[src/design/ctdd_pkg.sv]
package ctdd_pkg;

   // Slot table geometry
   localparam int NUM_SLOTS  = 4;
   localparam int SLOT_W     = 2;
   localparam int SLOT_CNT_W = 3;

   // Field widths
   localparam int COUNT_W   = 16;
   localparam int HOLDOFF_W = 8;
   localparam int KIND_W    = 2;

   // Request kinds
   localparam logic [KIND_W-1:0] KIND_SCAN  = 2'd0;
   localparam logic [KIND_W-1:0] KIND_TICK  = 2'd1;
   localparam logic [KIND_W-1:0] KIND_CHECK = 2'd2;

   // Configuration register map
   localparam int CSR_INDEX_W = 3;
   localparam int CSR_DATA_W  = 16;
   localparam logic [CSR_INDEX_W-1:0] CSR_SLOTS_IN_USE = 3'd0;
   localparam logic [CSR_INDEX_W-1:0] CSR_THRESH_SLOT0 = 3'd1;
   localparam logic [CSR_INDEX_W-1:0] CSR_THRESH_SLOT1 = 3'd2;
   localparam logic [CSR_INDEX_W-1:0] CSR_THRESH_SLOT2 = 3'd3;
   localparam logic [CSR_INDEX_W-1:0] CSR_THRESH_SLOT3 = 3'd4;
   localparam logic [CSR_INDEX_W-1:0] CSR_HOLDOFF      = 3'd5;

   // Register reset values
   localparam logic [SLOT_CNT_W-1:0] SLOTS_IN_USE_RST = 3'd4;
   localparam logic [HOLDOFF_W-1:0]  HOLDOFF_RST      = 8'd100;

   typedef struct packed {
      logic [KIND_W-1:0]  kind;
      logic [COUNT_W-1:0] count;
      logic [SLOT_W-1:0]  slot;
   } req_type;

   typedef struct packed {
      logic                      touched;
      logic signed [COUNT_W-1:0] difference;
      logic [SLOT_W-1:0]         next_slot;
   } rsp_type;

endpackage

[src/design/cap_touch_delta_detector_unit.sv]
// A request's response is registered in the output stage, or in the skid stage while the output stage is held.
// Throughput: one request per cycle; the slot table is updated in a single
// pass at acceptance, and a skid entry takes one more request while a
// response waits, so the input stalls only once both entries are full.
// Reset (synchronous, active high) clears the slot table, hold-off counters,
// active slot and output buffer valid flags, and loads the register defaults.
module cap_touch_delta_detector_unit
   import ctdd_pkg::*;
(
   input  logic                   clock,
   input  logic                   reset,
   input  logic                   req_valid,
   output logic                   req_ready,
   input  req_type                req_data,
   output logic                   rsp_valid,
   input  logic                   rsp_ready,
   output rsp_type                rsp_data,
   input  logic                   csr_write_en,
   input  logic [CSR_INDEX_W-1:0] csr_index,
   input  logic [CSR_DATA_W-1:0]  csr_wdata
);

   // Configuration registers
   logic [SLOT_CNT_W-1:0]     slots_in_use_ff;
   logic signed [COUNT_W-1:0] thresh_ff [NUM_SLOTS];
   logic [HOLDOFF_W-1:0]      holdoff_ticks_ff;

   // Slot table
   logic [COUNT_W-1:0]   prior_ff   [NUM_SLOTS];
   logic [COUNT_W-1:0]   current_ff [NUM_SLOTS];
   logic [HOLDOFF_W-1:0] holdoff_ff [NUM_SLOTS];
   logic [SLOT_W-1:0]    active_ff;

   logic [COUNT_W-1:0]   prior_in   [NUM_SLOTS];
   logic [COUNT_W-1:0]   current_in [NUM_SLOTS];
   logic [HOLDOFF_W-1:0] holdoff_in [NUM_SLOTS];
   logic [SLOT_W-1:0]    active_in;

   // Output buffer: main stage plus skid stage
   logic    out_valid_ff;
   rsp_type out_data_ff;
   logic    skid_valid_ff;
   rsp_type skid_data_ff;

   logic                      accept;
   logic [SLOT_CNT_W-1:0]     used;
   logic [SLOT_CNT_W-1:0]     active_inc;
   logic signed [COUNT_W-1:0] diff;
   logic                      touch_in;
   rsp_type                   rsp_in;

   assign req_ready = !skid_valid_ff;
   assign accept    = req_valid && req_ready;
   assign rsp_valid = out_valid_ff;
   assign rsp_data  = out_data_ff;

   // Effective number of slots: zero counts as one, clamp at the table size
   always_comb begin
      if (slots_in_use_ff == '0) begin
         used = SLOT_CNT_W'(1);
      end else if (slots_in_use_ff > SLOT_CNT_W'(NUM_SLOTS)) begin
         used = SLOT_CNT_W'(NUM_SLOTS);
      end else begin
         used = slots_in_use_ff;
      end
   end

   assign active_inc = SLOT_CNT_W'(active_ff) + SLOT_CNT_W'(1);
   assign diff       = prior_ff[req_data.slot] - current_ff[req_data.slot];

   // Single pass over the slot table for the accepted request
   always_comb begin
      prior_in   = prior_ff;
      current_in = current_ff;
      holdoff_in = holdoff_ff;
      active_in  = active_ff;
      touch_in   = 1'b0;
      rsp_in.touched    = 1'b0;
      rsp_in.difference = '0;
      case (req_data.kind)
         KIND_SCAN: begin
            prior_in[active_ff]   = current_ff[active_ff];
            current_in[active_ff] = req_data.count;
            active_in = (active_inc >= used) ? '0 : active_inc[SLOT_W-1:0];
         end
         KIND_TICK: begin
            for (int i = 0; i < NUM_SLOTS; i++) begin
               if (SLOT_CNT_W'(i) < used && holdoff_ff[i] != '0) begin
                  holdoff_in[i] = holdoff_ff[i] - HOLDOFF_W'(1);
               end
            end
         end
         KIND_CHECK: begin
            if (SLOT_CNT_W'(req_data.slot) < used) begin
               rsp_in.difference = diff;
               if (diff > thresh_ff[req_data.slot] && holdoff_ff[req_data.slot] == '0) begin
                  touch_in = 1'b1;
                  holdoff_in[req_data.slot] = holdoff_ticks_ff;
               end
            end
         end
         default: begin
         end
      endcase
      rsp_in.touched   = touch_in;
      rsp_in.next_slot = active_in;
   end

   // Configuration writes
   always_ff @(posedge clock) begin
      if (reset) begin
         slots_in_use_ff  <= SLOTS_IN_USE_RST;
         holdoff_ticks_ff <= HOLDOFF_RST;
         for (int i = 0; i < NUM_SLOTS; i++) begin
            thresh_ff[i] <= '0;
         end
      end else if (csr_write_en) begin
         case (csr_index)
            CSR_SLOTS_IN_USE: slots_in_use_ff <= csr_wdata[SLOT_CNT_W-1:0];
            CSR_THRESH_SLOT0: thresh_ff[0] <= csr_wdata;
            CSR_THRESH_SLOT1: thresh_ff[1] <= csr_wdata;
            CSR_THRESH_SLOT2: thresh_ff[2] <= csr_wdata;
            CSR_THRESH_SLOT3: thresh_ff[3] <= csr_wdata;
            CSR_HOLDOFF:      holdoff_ticks_ff <= csr_wdata[HOLDOFF_W-1:0];
            default: begin
            end
         endcase
      end
   end

   // Slot table update
   always_ff @(posedge clock) begin
      if (reset) begin
         active_ff <= '0;
         for (int i = 0; i < NUM_SLOTS; i++) begin
            prior_ff[i]   <= '0;
            current_ff[i] <= '0;
            holdoff_ff[i] <= '0;
         end
      end else if (accept) begin
         active_ff  <= active_in;
         prior_ff   <= prior_in;
         current_ff <= current_in;
         holdoff_ff <= holdoff_in;
      end
   end

   // Output buffer control
   always_ff @(posedge clock) begin
      if (reset) begin
         out_valid_ff  <= 1'b0;
         skid_valid_ff <= 1'b0;
      end else if (!out_valid_ff || rsp_ready) begin
         if (skid_valid_ff) begin
            out_valid_ff  <= 1'b1;
            skid_valid_ff <= 1'b0;
         end else begin
            out_valid_ff <= accept;
         end
      end else if (accept) begin
         skid_valid_ff <= 1'b1;
      end
   end

   // Output buffer data
   always_ff @(posedge clock) begin
      if (!out_valid_ff || rsp_ready) begin
         if (skid_valid_ff) begin
            out_data_ff <= skid_data_ff;
         end else if (accept) begin
            out_data_ff <= rsp_in;
         end
      end else if (accept) begin
         skid_data_ff <= rsp_in;
      end
   end

`ifndef SYNTHESIS
   // Skid stage only fills behind a held main stage
   assert property (@(posedge clock) disable iff (reset)
      skid_valid_ff |-> out_valid_ff)
      else $error("skid stage full while output stage empty");

   // A reported touch reloads that slot's hold-off
   assert property (@(posedge clock) disable iff (reset)
      accept && touch_in |=> holdoff_ff[$past(req_data.slot)] == holdoff_ticks_ff)
      else $error("hold-off not reloaded after touch");

   // A scan stores its count in the slot that was active
   assert property (@(posedge clock) disable iff (reset)
      accept && req_data.kind == KIND_SCAN |=>
         current_ff[$past(active_ff)] == $past(req_data.count))
      else $error("scan count not stored in active slot");

   // A response is never dropped while the consumer stalls
   assert property (@(posedge clock) disable iff (reset)
      out_valid_ff && !rsp_ready |=> out_valid_ff && $stable(out_data_ff))
      else $error("stalled response lost");
`endif

endmodule

[config.mk]
export PLATFORM = sky130hd
export DESIGN_NAME = cap_touch_delta_detector_unit
export DESIGN_NICKNAME = d
export VERILOG_FILES = /design/src/design/ctdd_pkg.sv /design/src/design/cap_touch_delta_detector_unit.sv
export SDC_FILE = /design/constraint.sdc
export NUM_CORES = 1
export LEC_CHECK = 0
export BUFFER_PORTS_ARGS = -buffer_cell sky130_fd_sc_hd__clkbuf_2
export CORE_ASPECT_RATIO = 0.6
export CORE_MARGIN = 4
export CORE_UTILIZATION = 66
export DETAILED_ROUTE_END_ITERATION = 10
export PLACE_DENSITY = 0.85
export SYNTH_ARGS = -nofsm -noshare
export SYNTH_HDL_FRONTEND = slang
export SYNTH_SLANG_ARGS = --single-unit
export TNS_END_PERCENT = 100
[constraint.sdc]
create_clock -name clock -period 13.6 [get_ports clock]
set_input_delay 2.04 -clock clock [delete_from_list [all_inputs] [get_ports clock]]
set_output_delay 2.04 -clock clock [all_outputs]
set_load 0.05 [all_outputs]
==> metrics.txt <==
# TYPE chip_impl_metric gauge
chip_impl_info{name="result_of_the_run",value="completed"} 1
chip_impl_info{name="timing.critical_path.to_type",value="flip-flop"} 1
chip_impl_metric{name="final_max_tran_viols",unit=""} 0
chip_impl_metric{name="clkLatencyLatePin",unit="ps"} 550
chip_impl_metric{name="power.static_leakage",unit="nW"} 5.69
chip_impl_metric{name="numPlacedInstances",unit=""} 1712
chip_impl_metric{name="transition_time_at_the_pin_with_the_least_slew_margin",unit="ps"} 1190
chip_impl_metric{name="max_freq",unit="MHz"} 129
chip_impl_metric{name="post-route-drc-count",unit=""} 0
chip_impl_metric{name="average_size_of_a_mapped_cell",unit="um2"} 9.80
chip_impl_metric{name="post-route-min-period",unit="ps"} 7730
chip_impl_metric{name="holdBufCountCts",unit=""} 0
chip_impl_metric{name="insertedDiodeCount",unit=""} 0
chip_impl_info{name="synth_largest_area_cell",value="sky130_fd_sc_hd__dfxtp_1"} 1
chip_impl_metric{name="synth_top_area_share",unit="%"} 24.9
chip_impl_metric{name="io_buffer_count",unit=""} 64
chip_impl_metric{name="ant_nets",unit=""} 0
chip_impl_metric{name="synth_edf_count",unit=""} 102
chip_impl_metric{name="power.total",unit="mW"} 2.01
chip_impl_info{name="path_cells",value="buf_4 > buf_4 > mux4_2 > ha_1 > inv_1 > fa_1 > a21oi_1 > nand4b_1 > a21oi_1 > o21ai_0 > xor2_1 > inv_1 > ha_1 > and4_1 > nand4_1 > a21oi_1 > o31a_1 > a31oi_2 > mux2_2"} 1
chip_impl_info{name="ff_to_ff_start",value="prior_ff[0]"} 1
chip_impl_metric{name="tritoncts_num_sinks",unit=""} 277
chip_impl_info{name="yosys-top-cells-area",value="sky130_fd_sc_hd__dfxtp_1 (25%), sky130_fd_sc_hd__edfxtp_1 (22%), sky130_fd_sc_hd__mux4_2 (10%), sky130_fd_sc_hd__nand2_1 (8.2%), sky130_fd_sc_hd__a21oi_1 (5.9%)"} 1
chip_impl_metric{name="floorplan.io_pins",unit=""} 65
chip_impl_metric{name="finalHoldViolations",unit=""} 0
chip_impl_metric{name="drt_first_iter_violations",unit=""} 1530
chip_impl_metric{name="vias",unit=""} 11600
chip_impl_metric{name="setup_tns",unit="ps"} 0
chip_impl_metric{name="wl_met1",unit="mm"} 15.5
chip_impl_metric{name="power_density",unit="nW/um2"} 130
chip_impl_metric{name="fp.dieArea",unit="um2"} 23800
chip_impl_metric{name="grt_start_max_net_pins",unit=""} 111
chip_impl_metric{name="met3RoutedLength",unit="mm"} 4.98
chip_impl_metric{name="asyncSetResetFlopFracSynth",unit="%"} 0
chip_impl_metric{name="overflow",unit=""} 0
chip_impl_info{name="crit_path_frequent_cell",value="sky130_fd_sc_hd__a21oi_1"} 1
chip_impl_metric{name="cts_max_level",unit=""} 1
chip_impl_info{name="cts_tree",value="built"} 1
chip_impl_metric{name="cap_violations",unit=""} 0
chip_impl_metric{name="vias_in_the_first_global_route",unit=""} 10900
chip_impl_metric{name="vias_per_cell",unit=""} 6.57
chip_impl_metric{name="max_slew_margin",unit="%"} 20.9
chip_impl_metric{name="maximum_vdd_ir_drop",unit="mV"} 0.125
chip_impl_info{name="top_layer_used",value="met5"} 1
chip_impl_info{name="top_cells_by_count_synth",value="sky130_fd_sc_hd__nand2_1 (308), sky130_fd_sc_hd__dfxtp_1 (175), sky130_fd_sc_hd__a21oi_1 (166)"} 1
chip_impl_info{name="grt_setup_unrepaired",value="no"} 1
chip_impl_info{name="yosys.cell_count.top_type",value="sky130_fd_sc_hd__nand2_1"} 1
chip_impl_metric{name="setup_viol",unit=""} 0
chip_impl_metric{name="skew",unit="ps"} 18.9
chip_impl_metric{name="max-clock-path-buffers",unit=""} 3
chip_impl_metric{name="drtPass1Iterations",unit=""} 7
chip_impl_metric{name="cts.repair_timing.setup_buffer_count",unit=""} 0
chip_impl_metric{name="critical_path.max_stage_delay",unit="ps"} 850
chip_impl_info{name="worstHoldStart",value="prior_ff[38]"} 1
chip_impl_info{name="startpoint",value="req_data[0]"} 1
chip_impl_metric{name="wire_length_of_the_first_global_routing_pass",unit="mm"} 59.4
chip_impl_metric{name="synth_nets",unit=""} 1530
chip_impl_metric{name="groute.usage.overall",unit="%"} 31.2
chip_impl_metric{name="drt-wirelength-per-cell",unit="um"} 21.2
chip_impl_metric{name="antenna_found_initial",unit=""} 1
chip_impl_info{name="clock_tree.root_cell",value="sky130_fd_sc_hd__clkbuf_16"} 1
chip_impl_metric{name="synth-seq-area-share",unit="%"} 46.6
chip_impl_metric{name="dr_wl_met2",unit="mm"} 16.1
chip_impl_metric{name="synth.cell_area",unit="um2"} 14100
chip_impl_metric{name="clkTransAtPathRegs",unit="ps"} 70
chip_impl_metric{name="flow.area_growth_from_synthesis",unit="%"} 9.96
chip_impl_metric{name="dieHeight",unit="um"} 121
chip_impl_info{name="synth-main-ff-cell",value="sky130_fd_sc_hd__dfxtp_1"} 1
chip_impl_metric{name="ys_warn_count",unit=""} 0
chip_impl_metric{name="finish.net_count",unit=""} 1553
chip_impl_metric{name="dpl.hpwl",unit="mm"} 24.4
chip_impl_metric{name="postCtsResizedCells",unit=""} 0
chip_impl_metric{name="post_synth_num_cell_types",unit=""} 69
chip_impl_metric{name="routed_wl",unit="mm"} 37.3
chip_impl_metric{name="yosys_register_bits",unit=""} 277
chip_impl_metric{name="synthCells",unit=""} 1438
chip_impl_metric{name="initial_utilization",unit="%"} 67.2
chip_impl_info{name="classification_of_the_worst_slack_hold_path",value="reg -> reg"} 1
chip_impl_info{name="cp_slowest_cell",value="sky130_fd_sc_hd__o31a_1"} 1
chip_impl_metric{name="core_area",unit="um2"} 21000
chip_impl_metric{name="gpl.final_weighted_congestion",unit=""} 0.943
chip_impl_metric{name="finish.utilization",unit="%"} 73.9
chip_impl_metric{name="layout-drive-gt1-share",unit="%"} 15.1
chip_impl_metric{name="final_cells",unit=""} 1760
chip_impl_info{name="critical_path_class",value="in -> reg"} 1
chip_impl_metric{name="critPathArrivalTime",unit="ps"} 8160
chip_impl_metric{name="cts-buffers-inserted",unit=""} 26
chip_impl_metric{name="final_min_period_over_clock_period",unit="%"} 56.8
chip_impl_metric{name="fp-row-count",unit=""} 41
chip_impl_metric{name="fp.dieW",unit="um"} 197
chip_impl_metric{name="filler_cell_count",unit=""} 1420
chip_impl_metric{name="worst_ep_required_time",unit="ps"} 14030
chip_impl_metric{name="path_max_fanout",unit=""} 34
chip_impl_info{name="element_type_at_the_critical_path_start",value="input pin"} 1
[worst max-delay path, delay by kind of cell]
kind	cells	cell delay, ps
AOI/OAI and AO/OA	6	2130
xor gates and xnor gates	1	350
adders and majority gates	3	730
buffers and inverters	4	1170
muxes	2	1000
and+or+nand+nor	3	680
[layer usage]
| metal | vias to the layer above | GRT usage [%] |
|---|---|---|
| met5 | - | 0 |
| met3 | 83 | 6.60 |
| li1 | 5169 | - |
| met2 | 737 | 45.8 |
| met1 | 5571 | 47.9 |
| met4 | 2 | 7.53 |
[per-stage QoR]
step                hold slack [ps]  area (um2)  worst slack [ps]
global placement                439       14600              5620
global route                    467       15500              5490
detailed placement              447       14600              5470
CTS                             455       15500              6010
finish                          458       15500              5870
floorplan                       433       14100              5560
[cell families (layout without fill, tap and decap cells)]
| logic type | Yosys count | in the layout | share of synthesized area [%] |
|---|---|---|---|
| buffers and inverters | 143 | 186 | 3.81 |
| xor gates and xnor gates | 20 | 20 | 1.24 |
| AOI/OAI and AO/OA | 307 | 307 | 13.5 |
| adders and majority gates | 48 | 48 | 4.31 |
| DFF | 277 | 277 | 46.6 |
| muxes | 88 | 88 | 12.3 |
| and+or+nand+nor | 555 | 555 | 18.3 |
[power by group]
part	total, mW	internal [mW]	switching (mW)
combinational	0.332	0.122	0.210
sequential	0.915	0.893	0.0221
clock	0.766	0.436	0.330
[state kept, by name, indices dropped and copies added (netlist names)]
register          cells
active_ff             2
prior_ff             64
holdoff_ff           32
skid_valid_ff         1
current_ff           64
slots_in_use_ff       3
skid_data_ff         19
rsp_data             19
holdoff_ticks_ff      8
thresh_ff            64
rsp_valid             1
[path summary, 6_finish.rpt]
kind	depth (start not counted)	to	slack, ps
worst max register to register	18	holdoff_ff[28]	8000
worst min register to register	2	prior_ff[38]	460
worst max-delay path	19	holdoff_ff[28]	5870
worst min-delay path	2	prior_ff[38]	460
[area by class of cell]
| class | instances | area [um2] | share of cell area, % |
|---|---|---|---|
| Clock buffer | 32 | 683 | 4.41 |
| Clock inverter | 16 | 201 | 1.30 |
| Inverter | 56 | 210 | 1.36 |
| Multi-Input combinational cell | 1018 | 7030 | 45.4 |
| Sequential cell | 277 | 6570 | 42.4 |
| Tap cell | 279 | 349 | 2.25 |
| Timing Repair Buffer | 82 | 460 | 2.97 |
[cells in the final DEF (no fill, tap or decap), types with 8 or more instances in the layout]
cell,count
sky130_fd_sc_hd__mux2_2,8
sky130_fd_sc_hd__or3_1,13
sky130_fd_sc_hd__xor2_1,14
sky130_fd_sc_hd__nand2_1,308
sky130_fd_sc_hd__clkbuf_2,62
sky130_fd_sc_hd__inv_1,55
sky130_fd_sc_hd__a22oi_1,14
sky130_fd_sc_hd__nand2b_1,10
sky130_fd_sc_hd__dfxtp_1,175
sky130_fd_sc_hd__buf_4,20
sky130_fd_sc_hd__mux2i_1,10
sky130_fd_sc_hd__and2_1,67
sky130_fd_sc_hd__o21ai_0,22
sky130_fd_sc_hd__clkbuf_16,26
sky130_fd_sc_hd__a211oi_1,20
sky130_fd_sc_hd__o31ai_1,18
sky130_fd_sc_hd__nor2b_1,17
sky130_fd_sc_hd__edfxtp_1,102
sky130_fd_sc_hd__nor2_1,57
sky130_fd_sc_hd__mux4_2,65
sky130_fd_sc_hd__a21oi_1,166
sky130_fd_sc_hd__nor3_1,29
sky130_fd_sc_hd__ha_1,47
No activity file was read; power rests on OpenSTA's default activity.
